### config.mk
export PLATFORM = sky130hd
export DESIGN_NAME = vanc_cdp_caption_extractor
export DESIGN_NICKNAME = d
export VERILOG_FILES = /design/src/design/vcce_pkg.sv /design/src/design/vcce_parser.sv /design/src/design/vanc_cdp_caption_extractor.sv
export VERILOG_INCLUDE_DIRS = /design/src /design/src/design
export SDC_FILE = /design/constraint.sdc
export NUM_CORES = 1
export LEC_CHECK = 0
export ABC_AREA = 1
export BUFFER_PORTS_ARGS = -buffer_cell sky130_fd_sc_hd__buf_2
export CORE_ASPECT_RATIO = 1.2
export CORE_MARGIN = 1.5
export CORE_UTILIZATION = 50
export CTS_BUF_LIST = sky130_fd_sc_hd__clkbuf_4
export DETAILED_ROUTE_END_ITERATION = 16
export HOLD_SLACK_MARGIN = 0.02
export MAX_ROUTING_LAYER = met4
export PLACE_DENSITY = 0.69
export SLEW_MARGIN = 20
export SYNTH_ARGS = -nofsm -noshare
export SYNTH_HDL_FRONTEND = slang
export SYNTH_SLANG_ARGS = --single-unit
### constraint.sdc
create_clock -name clk -period 4 [get_ports clk]
set_clock_uncertainty 0.05 [all_clocks]
set_input_delay 0.6 -clock clk [delete_from_list [all_inputs] [get_ports clk]]
set_output_delay 0.6 -clock clk [all_outputs]
set_load 0.01 [all_outputs]
### src/design/vanc_cdp_caption_extractor_defines.svh
// ----------------------------------------------------------------------------
// Caption extractor assertion macros
// Shared property macros for the caption distribution packet extractor.
// ----------------------------------------------------------------------------
`ifndef VANC_CDP_CAPTION_EXTRACTOR_DEFINES_SVH
`define VANC_CDP_CAPTION_EXTRACTOR_DEFINES_SVH

// Same-cycle implication, disabled while reset is asserted.
`define VCCE_ASSERT_NOW(lbl, ante, cons, msg) \
	lbl: assert property (@(posedge clk) disable iff (!arst_n) (ante) |-> (cons)) \
		else $error(msg);

// Next-cycle implication, disabled while reset is asserted.
`define VCCE_ASSERT_NEXT(lbl, ante, cons, msg) \
	lbl: assert property (@(posedge clk) disable iff (!arst_n) (ante) |=> (cons)) \
		else $error(msg);

`endif

### src/design/vcce_pkg.sv
// ----------------------------------------------------------------------------
// Caption extractor package
// Types and constants shared by the caption distribution packet extractor.
// ----------------------------------------------------------------------------
`timescale 1ns / 1ps

package vcce_pkg;

	localparam logic [9:0] FLAG_ONE_WORD = 10'h3FF;
	localparam logic [9:0] FLAG_ZERO_WORD = 10'h000;
	localparam logic [9:0] DID_RESET = 10'h161;
	localparam logic [9:0] SDID_RESET = 10'h101;
	localparam logic [1:0] WANTED_RESET = 2'd0;

	typedef enum logic [1:0] {
		CFG_DID    = 2'd0,
		CFG_SDID   = 2'd1,
		CFG_WANTED = 2'd2
	} vcce_cfg_index_t;

	typedef enum logic [2:0] {
		PH_SEARCH = 3'd0,
		PH_ZERO   = 3'd1,
		PH_ONE    = 3'd2,
		PH_DID    = 3'd3,
		PH_SDID   = 3'd4,
		PH_DC     = 3'd5,
		PH_USER   = 3'd6
	} vcce_phase_t;

	typedef struct packed {
		logic [9:0] caption_did;
		logic [9:0] caption_sdid;
		logic [1:0] wanted_type;
	} vcce_cfg_t;

	typedef struct packed {
		logic        result_kind;
		logic [4:0]  cc_index;
		logic        cc_valid;
		logic [1:0]  cc_type;
		logic [7:0]  cc_byte_one;
		logic [7:0]  cc_byte_two;
		logic [3:0]  frame_rate;
		logic [7:0]  cdp_flags;
		logic [15:0] sequence_count;
		logic [7:0]  footer_id;
		logic        first_of_wanted;
		logic        packet_last;
	} vcce_result_t;

endpackage

### src/design/vcce_parser.sv
// ----------------------------------------------------------------------------
// Caption packet parser
// Flag/DID/SDID search, data count capture and per-byte CDP decoding.
// ----------------------------------------------------------------------------
`timescale 1ns / 1ps

module vcce_parser (
	input  logic                    clk,
	input  logic                    arst_n,
	input  logic                    step,
	input  logic [9:0]              word,
	input  logic                    line_end,
	input  vcce_pkg::vcce_cfg_t     cfg,
	output logic                    res_has,
	output vcce_pkg::vcce_result_t  res
);

	vcce_pkg::vcce_phase_t phase_q, phase_d, restart;
	logic [7:0]  dc_q, dc_d;
	logic [7:0]  idx_q, idx_d;
	logic [3:0]  fr_q, fr_d;
	logic [7:0]  flags_q, flags_d;
	logic [15:0] seq_q, seq_d;
	logic [4:0]  tcount_q, tcount_d;
	logic [15:0] thold_q, thold_d;
	logic [15:0] fhold_q, fhold_d;
	logic        seen_q, seen_d;
	// Position within the current triplet and triplet number, kept as counters.
	logic [1:0]  tpos_q, tpos_d;
	logic [4:0]  tnum_q, tnum_d;

	logic [7:0]  ubyte;
	logic [1:0]  ttype;
	logic        tfirst;
	logic        trip_window;

	assign ubyte = word[7:0];
	assign restart = (word == vcce_pkg::FLAG_ZERO_WORD) ? vcce_pkg::PH_ZERO
		: vcce_pkg::PH_SEARCH;
	assign trip_window = ({1'b0, idx_q} + 9'd4) < {1'b0, dc_q};
	assign ttype = thold_q[9:8];
	assign tfirst = (ttype == cfg.wanted_type) && !seen_q;

	always_ff @(posedge clk or negedge arst_n) begin
		if (!arst_n) begin
			phase_q  <= vcce_pkg::PH_SEARCH;
			dc_q     <= '0;
			idx_q    <= '0;
			fr_q     <= '0;
			flags_q  <= '0;
			seq_q    <= '0;
			tcount_q <= '0;
			thold_q  <= '0;
			fhold_q  <= '0;
			seen_q   <= 1'b0;
			tpos_q   <= '0;
			tnum_q   <= '0;
		end else if (step) begin
			phase_q  <= phase_d;
			dc_q     <= dc_d;
			idx_q    <= idx_d;
			fr_q     <= fr_d;
			flags_q  <= flags_d;
			seq_q    <= seq_d;
			tcount_q <= tcount_d;
			thold_q  <= thold_d;
			fhold_q  <= fhold_d;
			seen_q   <= seen_d;
			tpos_q   <= tpos_d;
			tnum_q   <= tnum_d;
		end
	end

	always_comb begin
		phase_d  = phase_q;
		dc_d     = dc_q;
		idx_d    = idx_q;
		fr_d     = fr_q;
		flags_d  = flags_q;
		seq_d    = seq_q;
		tcount_d = tcount_q;
		thold_d  = thold_q;
		fhold_d  = fhold_q;
		seen_d   = seen_q;
		tpos_d   = tpos_q;
		tnum_d   = tnum_q;
		res_has  = 1'b0;
		res      = '0;

		unique case (phase_q)
			vcce_pkg::PH_ZERO: begin
				phase_d = (word == vcce_pkg::FLAG_ONE_WORD) ? vcce_pkg::PH_ONE : restart;
			end
			vcce_pkg::PH_ONE: begin
				phase_d = (word == vcce_pkg::FLAG_ONE_WORD) ? vcce_pkg::PH_DID : restart;
			end
			vcce_pkg::PH_DID: begin
				phase_d = (word == cfg.caption_did) ? vcce_pkg::PH_SDID : restart;
			end
			vcce_pkg::PH_SDID: begin
				phase_d = (word == cfg.caption_sdid) ? vcce_pkg::PH_DC : restart;
			end
			vcce_pkg::PH_DC: begin
				dc_d     = ubyte;
				idx_d    = '0;
				fr_d     = '0;
				flags_d  = '0;
				seq_d    = '0;
				tcount_d = '0;
				thold_d  = '0;
				fhold_d  = '0;
				seen_d   = 1'b0;
				tpos_d   = '0;
				tnum_d   = '0;
				phase_d  = (ubyte != 8'd0) ? vcce_pkg::PH_USER : vcce_pkg::PH_SEARCH;
			end
			vcce_pkg::PH_USER: begin
				unique case (idx_q)
					8'd3: fr_d = ubyte[7:4];
					8'd4: flags_d = ubyte;
					8'd5: seq_d = {ubyte, seq_q[7:0]};
					8'd6: seq_d = {seq_q[15:8], ubyte};
					8'd8: tcount_d = ubyte[4:0];
					default: ;
				endcase

				if (idx_q >= 8'd9) begin
					// The triplet number saturates; a saturated number never
					// passes the triplet count compare.
					if (tpos_q == 2'd2) begin
						tpos_d = 2'd0;
						if (tnum_q != 5'd31) begin
							tnum_d = tnum_q + 5'd1;
						end
					end else begin
						tpos_d = tpos_q + 2'd1;
					end

					if (trip_window && (tnum_q < tcount_q)) begin
						unique case (tpos_q)
							2'd0: thold_d = {ubyte, 8'h00};
							2'd1: thold_d = {thold_q[15:8], ubyte};
							default: begin
								seen_d = seen_q | tfirst;
								res_has = 1'b1;
								res.cc_index = tnum_q;
								res.cc_valid = thold_q[10];
								res.cc_type = ttype;
								res.cc_byte_one = thold_q[7:0];
								res.cc_byte_two = ubyte;
								res.sequence_count = seq_q;
								res.first_of_wanted = tfirst;
							end
						endcase
					end
				end

				if (dc_q >= 8'd4) begin
					if (idx_q == dc_q - 8'd4) begin
						fhold_d = {ubyte, 8'h00};
					end else if (idx_q == dc_q - 8'd3) begin
						fhold_d = {fhold_q[15:8], ubyte};
					end else if (idx_q == dc_q - 8'd2) begin
						res_has = 1'b1;
						res.result_kind = 1'b1;
						res.sequence_count = {fhold_q[7:0], ubyte};
						res.footer_id = fhold_q[15:8];
						res.packet_last = 1'b1;
					end
				end

				idx_d = idx_q + 8'd1;
				if (idx_d >= dc_q) begin
					phase_d = vcce_pkg::PH_SEARCH;
				end
			end
			default: begin
				phase_d = restart;
			end
		endcase

		if (line_end) begin
			phase_d = vcce_pkg::PH_SEARCH;
		end

		// Header fields on a result reflect this byte's update.
		res.frame_rate = fr_d;
		res.cdp_flags = flags_d;
	end

endmodule

### src/design/vanc_cdp_caption_extractor.sv
// ----------------------------------------------------------------------------
// VANC caption distribution packet extractor
// Finds caption packets in a stream of ancillary words and emits cc triplets
// and packet footers.
// ----------------------------------------------------------------------------
// One ancillary word is taken per clock while the input is not stalled. A word
// goes into an input register and is decoded in the following cycle against
// the parser state; when the word advances, any triplet or footer result
// lands in the output register behind the input register. The input stalls
// only when the word held in the input register produces a result while the
// output register is full and stalled; words that produce no result keep
// flowing. Configuration writes are always ready.
`timescale 1ns / 1ps
`include "vanc_cdp_caption_extractor_defines.svh"

module vanc_cdp_caption_extractor (
	input  logic        clk,
	input  logic        arst_n,

	input  logic        cfg_valid,
	output logic        cfg_ready,
	input  logic [1:0]  cfg_index,
	input  logic [9:0]  cfg_data,

	input  logic        in_valid,
	output logic        in_stall,
	input  logic [9:0]  anc_word,
	input  logic        line_end,

	output logic        out_valid,
	input  logic        out_stall,
	output logic        result_kind,
	output logic [4:0]  cc_index,
	output logic        cc_valid,
	output logic [1:0]  cc_type,
	output logic [7:0]  cc_byte_one,
	output logic [7:0]  cc_byte_two,
	output logic [3:0]  frame_rate,
	output logic [7:0]  cdp_flags,
	output logic [15:0] sequence_count,
	output logic [7:0]  footer_id,
	output logic        first_of_wanted,
	output logic        packet_last
);

	vcce_pkg::vcce_cfg_t    cfg_q;
	logic                   valid_s1;
	logic [9:0]             word_s1;
	logic                   line_end_s1;
	logic                   advance;
	logic                   res_has;
	vcce_pkg::vcce_result_t res;
	logic                   out_valid_q;
	vcce_pkg::vcce_result_t out_q;
	logic                   in_take;

	assign cfg_ready = 1'b1;

	always_ff @(posedge clk or negedge arst_n) begin
		if (!arst_n) begin
			cfg_q.caption_did  <= vcce_pkg::DID_RESET;
			cfg_q.caption_sdid <= vcce_pkg::SDID_RESET;
			cfg_q.wanted_type  <= vcce_pkg::WANTED_RESET;
		end else if (cfg_valid && cfg_ready) begin
			unique case (cfg_index)
				vcce_pkg::CFG_DID:    cfg_q.caption_did <= cfg_data;
				vcce_pkg::CFG_SDID:   cfg_q.caption_sdid <= cfg_data;
				vcce_pkg::CFG_WANTED: cfg_q.wanted_type <= cfg_data[1:0];
				default: ;
			endcase
		end
	end

	// The held word moves on unless its result has nowhere to go.
	assign advance = valid_s1 && (!res_has || !out_valid_q || !out_stall);
	assign in_stall = valid_s1 && !advance;
	assign in_take = in_valid && !in_stall;

	always_ff @(posedge clk or negedge arst_n) begin
		if (!arst_n) begin
			valid_s1 <= 1'b0;
		end else if (in_take) begin
			valid_s1 <= 1'b1;
		end else if (advance) begin
			valid_s1 <= 1'b0;
		end
	end

	always_ff @(posedge clk) begin
		if (in_take) begin
			word_s1     <= anc_word;
			line_end_s1 <= line_end;
		end
	end

	vcce_parser u_parser (
		.clk      (clk),
		.arst_n   (arst_n),
		.step     (advance),
		.word     (word_s1),
		.line_end (line_end_s1),
		.cfg      (cfg_q),
		.res_has  (res_has),
		.res      (res)
	);

	always_ff @(posedge clk or negedge arst_n) begin
		if (!arst_n) begin
			out_valid_q <= 1'b0;
		end else if (advance && res_has) begin
			out_valid_q <= 1'b1;
		end else if (!out_stall) begin
			out_valid_q <= 1'b0;
		end
	end

	always_ff @(posedge clk) begin
		if (advance && res_has) begin
			out_q <= res;
		end
	end

	assign out_valid       = out_valid_q;
	assign result_kind     = out_q.result_kind;
	assign cc_index        = out_q.cc_index;
	assign cc_valid        = out_q.cc_valid;
	assign cc_type         = out_q.cc_type;
	assign cc_byte_one     = out_q.cc_byte_one;
	assign cc_byte_two     = out_q.cc_byte_two;
	assign frame_rate      = out_q.frame_rate;
	assign cdp_flags       = out_q.cdp_flags;
	assign sequence_count  = out_q.sequence_count;
	assign footer_id       = out_q.footer_id;
	assign first_of_wanted = out_q.first_of_wanted;
	assign packet_last     = out_q.packet_last;

	// A pending result must never overwrite a result that is still stalled.
	`VCCE_ASSERT_NOW(a_no_overwrite, valid_s1 && res_has && out_valid_q && out_stall, in_stall && !advance, "result would overwrite a stalled result")

	// A footer result carries no triplet content.
	`VCCE_ASSERT_NOW(a_footer_clean, out_valid_q && result_kind, packet_last && (cc_index == 5'd0) && !first_of_wanted && (cc_byte_one == 8'd0), "footer result carries triplet fields")

	// A transferred word is held in the input register in the next cycle.
	`VCCE_ASSERT_NEXT(a_word_held, in_valid && !in_stall, valid_s1, "transferred word was not captured")

	// A result that is stalled stays presented.
	`VCCE_ASSERT_NEXT(a_result_kept, out_valid_q && out_stall, out_valid_q, "stalled result was dropped")

endmodule

# Word-level counts from Yosys, hierarchy flattened
# Index checks and enable logic that the tools add are counted.
classes:
  n_addsub: 7
  order_cmp: 5
  eq_ne: 41
  mux: 57
  n_bitwise: 6
  reduce_logical: 40
op_table:
  columns: ["operator", "count"]
  rows:
  - ["24-bit two-way mux", 4]
  - ["16-bit case mux with 2 select lines", 3]
  - ["16-bit two-way mux", 5]
  - ["11-bit case mux with 2 select lines", 2]
  - ["8-bit case mux with 2 select lines", 2]
  - ["8-bit by 3-bit equality test with 1-bit output (second input constant)", 3]
  - ["8-bit equality test", 3]
  - ["11-bit two-way mux", 2]
  - ["3-bit two-way mux", 7]
  - ["10-bit equality test", 2]
  - ["5-bit two-way mux", 4]
  - ["5-bit case mux with 2 select lines", 2]
  - ["3-bit case mux with 6 select lines", 1]
  - ["1-bit two-way mux", 17]
  - ["8-bit two-way mux", 2]
  - ["2-bit inequality test (second input constant)", 8]
  - ["4-bit AND reduction", 4]
  - ["8-bit by 2-bit subtractor with 8-bit output (second input constant)", 2]
  - ["5-bit AND reduction", 3]
  - ["2-bit by 1-bit inequality test with 1-bit output (second input constant)", 7]
  - ["2-bit AND reduction", 6]
  - ["10-bit equality test (second input constant)", 1]
  - ["10-bit zero test", 1]
  - ["5-bit OR reduction", 2]
  - ["39 further kinds", 63]
totals:
  reg_bits: 184
  in_bits: 28
  wordCells: 189

# Logic depth before layout (Yosys ltp)
depth:
  word_depth: 19
  mapped_depth: 20
  ltp_nobuf: 18

# By module
# Synthesis repeated with hierarchy kept, for this count alone.
hier_totals:
  hier_cells: 1099
  area_unflattened_um2: 9547.9
by_module_without_submodules:
  columns: ["module", "n_inst", "cells_each", "area_per_inst_um2"]
  rows:
  - ["vcce_parser", 1, 909, 6272.3]
  - ["vanc_cdp_caption_extractor", 1, 190, 3275.6]

# Worst setup path before layout
# OpenSTA, ideal clock, no wires.
synth_path:
  kind: "flip-flop to flip-flop"
  start: "register u_parser.idx_q[2]"
  end: "register out_q, in the netlist cc_byte_one[0], enable pin"
  setup_time_ps: 416
  arrival_ps: 3645
  required_ps: 3534
  path_slack_ps: -111
  stages_incl_launch_ff: 18
  path_cell_list: "dfrtp_1 > ha_1 > nand3_1 > xor2_1 > ha_1 > nand2_1 > inv_1 > nand3_1 > nor2_1 > nor2_1 > nand3_1 > nor2_2 > nand3_2 > nand2_4 > a21oi_4 > buf_2 > nand2_1 > inv_1"
synth_via:
  elab_chain_len: 15
  word_cells_on_any_way: 19
synth_rtl:
  columns: ["item", "line", "text"]
  rows:
  - ["start, declared", "vcce_parser.sv:20", "logic [7:0] idx_q, idx_d;"]
  - ["start signal, assigned", "vcce_parser.sv:61", "idx_q <= idx_d;"]
  - ["8-bit by 3-bit adder with 9-bit output", "vcce_parser.sv:40", "assign trip_window = ({1'b0, idx_q} + 9'd4) < {1'b0, dc_q};"]
  - ["9-bit by 8-bit less-than comparator with 1-bit output", "vcce_parser.sv:40", null]
  - ["1-bit logical AND", "vcce_parser.sv:139", "if (trip_window && (tnum_q < tcount_q)) begin"]
  - ["1-bit two-way mux", "vcce_parser.sv:139", null]
  - ["1-bit two-way mux", "vcce_parser.sv:127", "if (idx_q >= 8'd9) begin"]
  - ["1-bit two-way mux", "vcce_parser.sv:163", "end else if (idx_q == dc_q - 8'd2) begin"]
  - ["1-bit two-way mux", "vcce_parser.sv:161", "end else if (idx_q == dc_q - 8'd3) begin"]
  - ["1-bit two-way mux", "vcce_parser.sv:159", "if (idx_q == dc_q - 8'd4) begin"]
  - ["1-bit two-way mux *", "vcce_parser.sv:158", "if (dc_q >= 8'd4) begin"]
  - ["1-bit two-way mux *", "vcce_parser.sv:90", "unique case (phase_q)"]
  - ["1-bit zero test", "vanc_cdp_caption_extractor.sv:75", "assign advance = valid_s1 && (!res_has || !out_valid_q || !out_stall);"]
  - ["1-bit logical OR (2 in series)", "vanc_cdp_caption_extractor.sv:75", null]
  - ["1-bit logical AND", "vanc_cdp_caption_extractor.sv:75", null]
  - ["1-bit logical AND *", "vanc_cdp_caption_extractor.sv:118", "if (advance && res_has) begin"]
  - ["end signal, assigned", "vanc_cdp_caption_extractor.sv:119", "out_q <= res;"]
  - ["end, declared", "vanc_cdp_caption_extractor.sv:54", "vcce_pkg::vcce_result_t out_q;"]
# Mark *: on every way between the ends. The rest lies on a longest branch, timed or not.
# A chain may end at the register's enable or synchronous reset.

# Final worst setup path
layout_path:
  start: "register u_parser.idx_q[3]"
  end: "output port in_stall"
layout_via:
  elab_chain_len: 16
  word_cells_on_any_way: 20
layout_rtl:
  columns: ["item", "line", "text"]
  rows:
  - ["8-bit by 3-bit adder with 9-bit output", "vcce_parser.sv:40", null]
  - ["9-bit by 8-bit less-than comparator with 1-bit output", "vcce_parser.sv:40", null]
  - ["1-bit logical AND", "vcce_parser.sv:139", null]
  - ["1-bit two-way mux", "vcce_parser.sv:139", null]
  - ["1-bit two-way mux", "vcce_parser.sv:127", null]
  - ["1-bit two-way mux", "vcce_parser.sv:163", null]
  - ["1-bit two-way mux", "vcce_parser.sv:161", null]
  - ["1-bit two-way mux", "vcce_parser.sv:159", null]
  - ["1-bit two-way mux *", "vcce_parser.sv:158", null]
  - ["1-bit two-way mux *", "vcce_parser.sv:90", null]
  - ["1-bit zero test *", "vanc_cdp_caption_extractor.sv:75", null]
  - ["1-bit logical OR * (2 in series)", "vanc_cdp_caption_extractor.sv:75", null]
  - ["1-bit logical AND *", "vanc_cdp_caption_extractor.sv:75", null]
  - ["1-bit zero test *", "vanc_cdp_caption_extractor.sv:76", "assign in_stall = valid_s1 && !advance;"]
  - ["1-bit logical AND *", "vanc_cdp_caption_extractor.sv:76", null]
  - ["end, declared", "vanc_cdp_caption_extractor.sv:26", "output logic in_stall,"]
# Marked as above.

==> parameters.txt <==
Parameter                              Value

Placement
  Routability-driven placement congestion ratio    0.939
  DP Wirelength    16400 µm
  Number of port buffers    92

Clock tree
  Buffer levels on the longest clock path    2
  Clock transition at path regs    0.16 ns
  Number of H-tree levels    4
  Sinks on Clock Net    184
  CTS tree    yes
  CTS Buf Count    17
  Root buffer cell    clkbuf_4
  Worst skew pair latency    0.60 ns

Logic synthesis
  Count of flip-flops with a built-in enable after synthesis    73
  Seq/Total Area, Yosys    51.4%
  Count of unique library cells instantiated by Yosys    48
  Proportion of synthesized flip-flops having asynchronous set or reset    60.3%
  Total of warnings raised by yosys    0
  Cell count after synthesis    1110
  Post-synthesis cell area    0.00969 mm²
  Syn nets    1176
  FF+latch count, synth    184
  Per-instance average area after synthesis    8.73 µm²
  Main synth FF type    dfrtp_1

Worst setup path
  Cell family contributing the most delay on the critical path    simple AND/OR/NAND/NOR gates
  Crit Reg-Reg Startpoint    u_parser.idx_q[2]$_DFFE_PN0P_
  Maximum fanout count along the critical path    9
  Crit Path Category    reg2out
  CP Launch Type    flip-flop
  Crit path required time    3.35 ns
  Standard cell with the maximum stage delay on the critical path    dfrtp_2
  Crit path buffers/inverters    2
  Slowest cell delay on critical path    0.47 ns
  Flop-to-flop setup slack    0.55 ns
  Worst r2r path cells    15
  Kind of capture point of the worst setup path    output pin
  Reg-to-reg critical path endpoint    u_parser.phase_q[1]$_DFFE_PN0P_
  Ordered cell list for the critical path    buf_4 -> ha_4 -> nand3_2 -> xor2_1 -> ha_1 -> a21o_1 -> nand3_1 -> nand2_1 -> nor2_2 -> nand3_2 -> nor2_4 -> nand3_4 -> nand2_4 -> nand2_8 -> nor2_2 -> buf_2
  Data arrival time of the worst path    3.15 ns

Global routing
  Total global routing overflow    0
  Maximum number of pins on one net before global-route repair    90
  Wire length of the first global-routing pass    36900 µm
  GRT Overall Usage    24.5%
  Antenna violations before repair    1
  Number of global-route vias before repair    7202

Timing
  Number of hold violations in the final report    0
  Period minus WS final    3.80 ns
  Final-report setup violation count    0
  Timing-limited maximum frequency    263 MHz
  Max_slew headroom    35.2%
  Fraction of the cycle the final worst path needs    95.0%
  Measured slew at the worst slew-check pin    0.972 ns
  Final number of max-transition violations    0
  Worst hold margin    0.0757 ns

Power and ir drop
  Maximum vdd drop    0.183 mV
  Power, Total    3.23 mW
  Power density relative to cell area    298 mW/mm²
  Static power due to leakage    5.22 nW

Detailed routing
  Total number of vias    7848
  Final wirelength    23100 µm
  Detailed-routing iteration count for the pre-antenna-repair pass    7
  Violation count after the first detailed-route iteration    675
  Via density per instance    5.31
  Average wire per standard cell    15.6 µm
  Count of unresolved DRC violations after routing    0
  Number of nets with antenna violations after routing    0

Cells and area
  Leading cell types in the layout, fill and taps excluded    nand2_1 (266), nor2_1 (125), inv_1 (116)
  Area of the multi-input gates    0.00411 mm²
  FILL cells    1735
  Proportion of layout cells with a drive suffix above 1    17.6%
  Number of nets in the finished design    1275
  Area of all sequential standard cells    0.00498 mm²
  Most common cell after layout, fill and taps aside    nand2_1
  Layout area overhead    12.1%

Floorplan
  Site row count    55
  Die height    155 µm
  Total die area    0.0202 mm²
  Width of the die    130 µm
  Top-level I/O count    94
  Initial core utilization    51.2%
  Area of the core    0.0189 mm²

Run
  MaxCap Viol Count    0

Hold path
  Worst min-delay path category    in2async

Outcome
  Outcome    completed
## cell usage after synthesis (5+ instances only)
cell type	count	area share [%]
dfstp_2	6	1.6
ha_1	38	4.9
xor2_1	20	1.8
or2_2	6	0.39
o22ai_1	13	0.84
inv_2	7	0.27
buf_2	11	0.57
nor3_1	12	0.62
xnor2_1	19	1.7
edfxtp_1	73	23
buf_4	5	0.39
nand4_1	51	3.3
o21ai_2	8	0.72
o21ai_1	18	0.93
clkbuf_1	19	0.74
nand2_1	267	10
dfrtp_1	105	27
inv_1	120	4.7
a21oi_1	32	1.7
nor2_1	128	5.0
o21ai_0	59	3.0
nand3_1	45	2.3
## worst max-delay path by stage
stage | from | end | slack (ns) | cells after the start
2_1_floorplan | u_parser.idx_q[2]$_DFFE_PN0P_ | cc_byte_one[0]$_SDFFCE_PP0P_ | 0.16 | 16
3_3_place_gp | u_parser.idx_q[3]$_DFFE_PN0P_ | u_parser.tnum_q[2]$_DFFE_PN0P_ | 0.62 | 18
3_5_place_dp | u_parser.idx_q[3]$_DFFE_PN0P_ | u_parser.phase_q[1]$_DFFE_PN0P_ | 0.45 | 18
4_1_cts | u_parser.idx_q[3]$_DFFE_PN0P_ | in_stall | 0.02 | 15
5_1_grt | u_parser.idx_q[3]$_DFFE_PN0P_ | in_stall | -0.04 | 16
6_report | u_parser.idx_q[3]$_DFFE_PN0P_ | in_stall | 0.20 | 16
## sequential cells by signal, summed over array words and instances (netlist names), 4 cells and up
name               cells
sequence_count        16
frame_rate             4
u_parser.tnum_q        5
u_parser.seq_q        16
u_parser.fr_q          4
u_parser.tcount_q      5
u_parser.idx_q         8
cfg_q                 22
cc_byte_one            8
u_parser.fhold_q      16
cc_byte_two            8
cdp_flags              8
u_parser.flags_q       8
footer_id              8
cc_index               5
u_parser.dc_q          8
word_s1               10
u_parser.thold_q      11
## metrics by stage
stage               cell area (µm²)  cells  setup slack (ns)  setup TNS, ns  utilization, %
floorplan                      9690   1110             0.157              0               -
global placement              10400   1432             0.620              0            54.9
detailed placement            10400   1432             0.449              0            54.9
CTS                           10700   1464            0.0197              0            56.4
global route                  10900   1479           -0.0378        -0.0378            57.4
finish                        10900   1479             0.199              0            57.4
## power by group
part	total [mW]	switching, mW	internal [mW]
clock network	1.02	0.692	0.323
registers	2.05	0.0467	2.01
logic	0.165	0.105	0.0601
total	3.23	0.844	2.39
## logic make-up (layout without fill, tap and decap cells)
group | Yosys count | in the layout | share of synthesized area [%]
adders and majority gates | 38 | 38 | 4.91
and+or+nand+nor | 534 | 534 | 24.3
buffers and inverters | 168 | 280 | 6.92
AOI/OAI and AO/OA | 144 | 144 | 8.58
other | 1 | 2 | 0.0387
DFF | 184 | 184 | 51.4
xor gates and xnor gates | 41 | 41 | 3.86
## repair_timing
action | CTS | global route
buffers inserted | 0 | 14
cloned | 0 | 0
hold buffers | 0 | 0
endpoints found under the setup margin | 1 | 1
resized for setup | 2 | 19
pin swaps | 0 | 6
## routing by layer
metal  part of all wire (%)  up-vias  GRT usage [%]
li1                       -     3849              -
met1                     44     3663           31.7
met2                     49      275           39.0
met3                    5.3       61           4.23
met4                    2.4        0           7.99
met5                      0        -              -
## area by class of cell
cell class	count	share of cell area, %
flip-flops and latches	184	45.9
multi-input cells	758	37.9
repair buffers	117	6.11
inverters	131	4.62
well taps	256	2.95
clock inverters	15	1.35
clock buffers	17	1.18
diodes	1	0.0231
No activity file was read; power rests on OpenSTA's default activity.
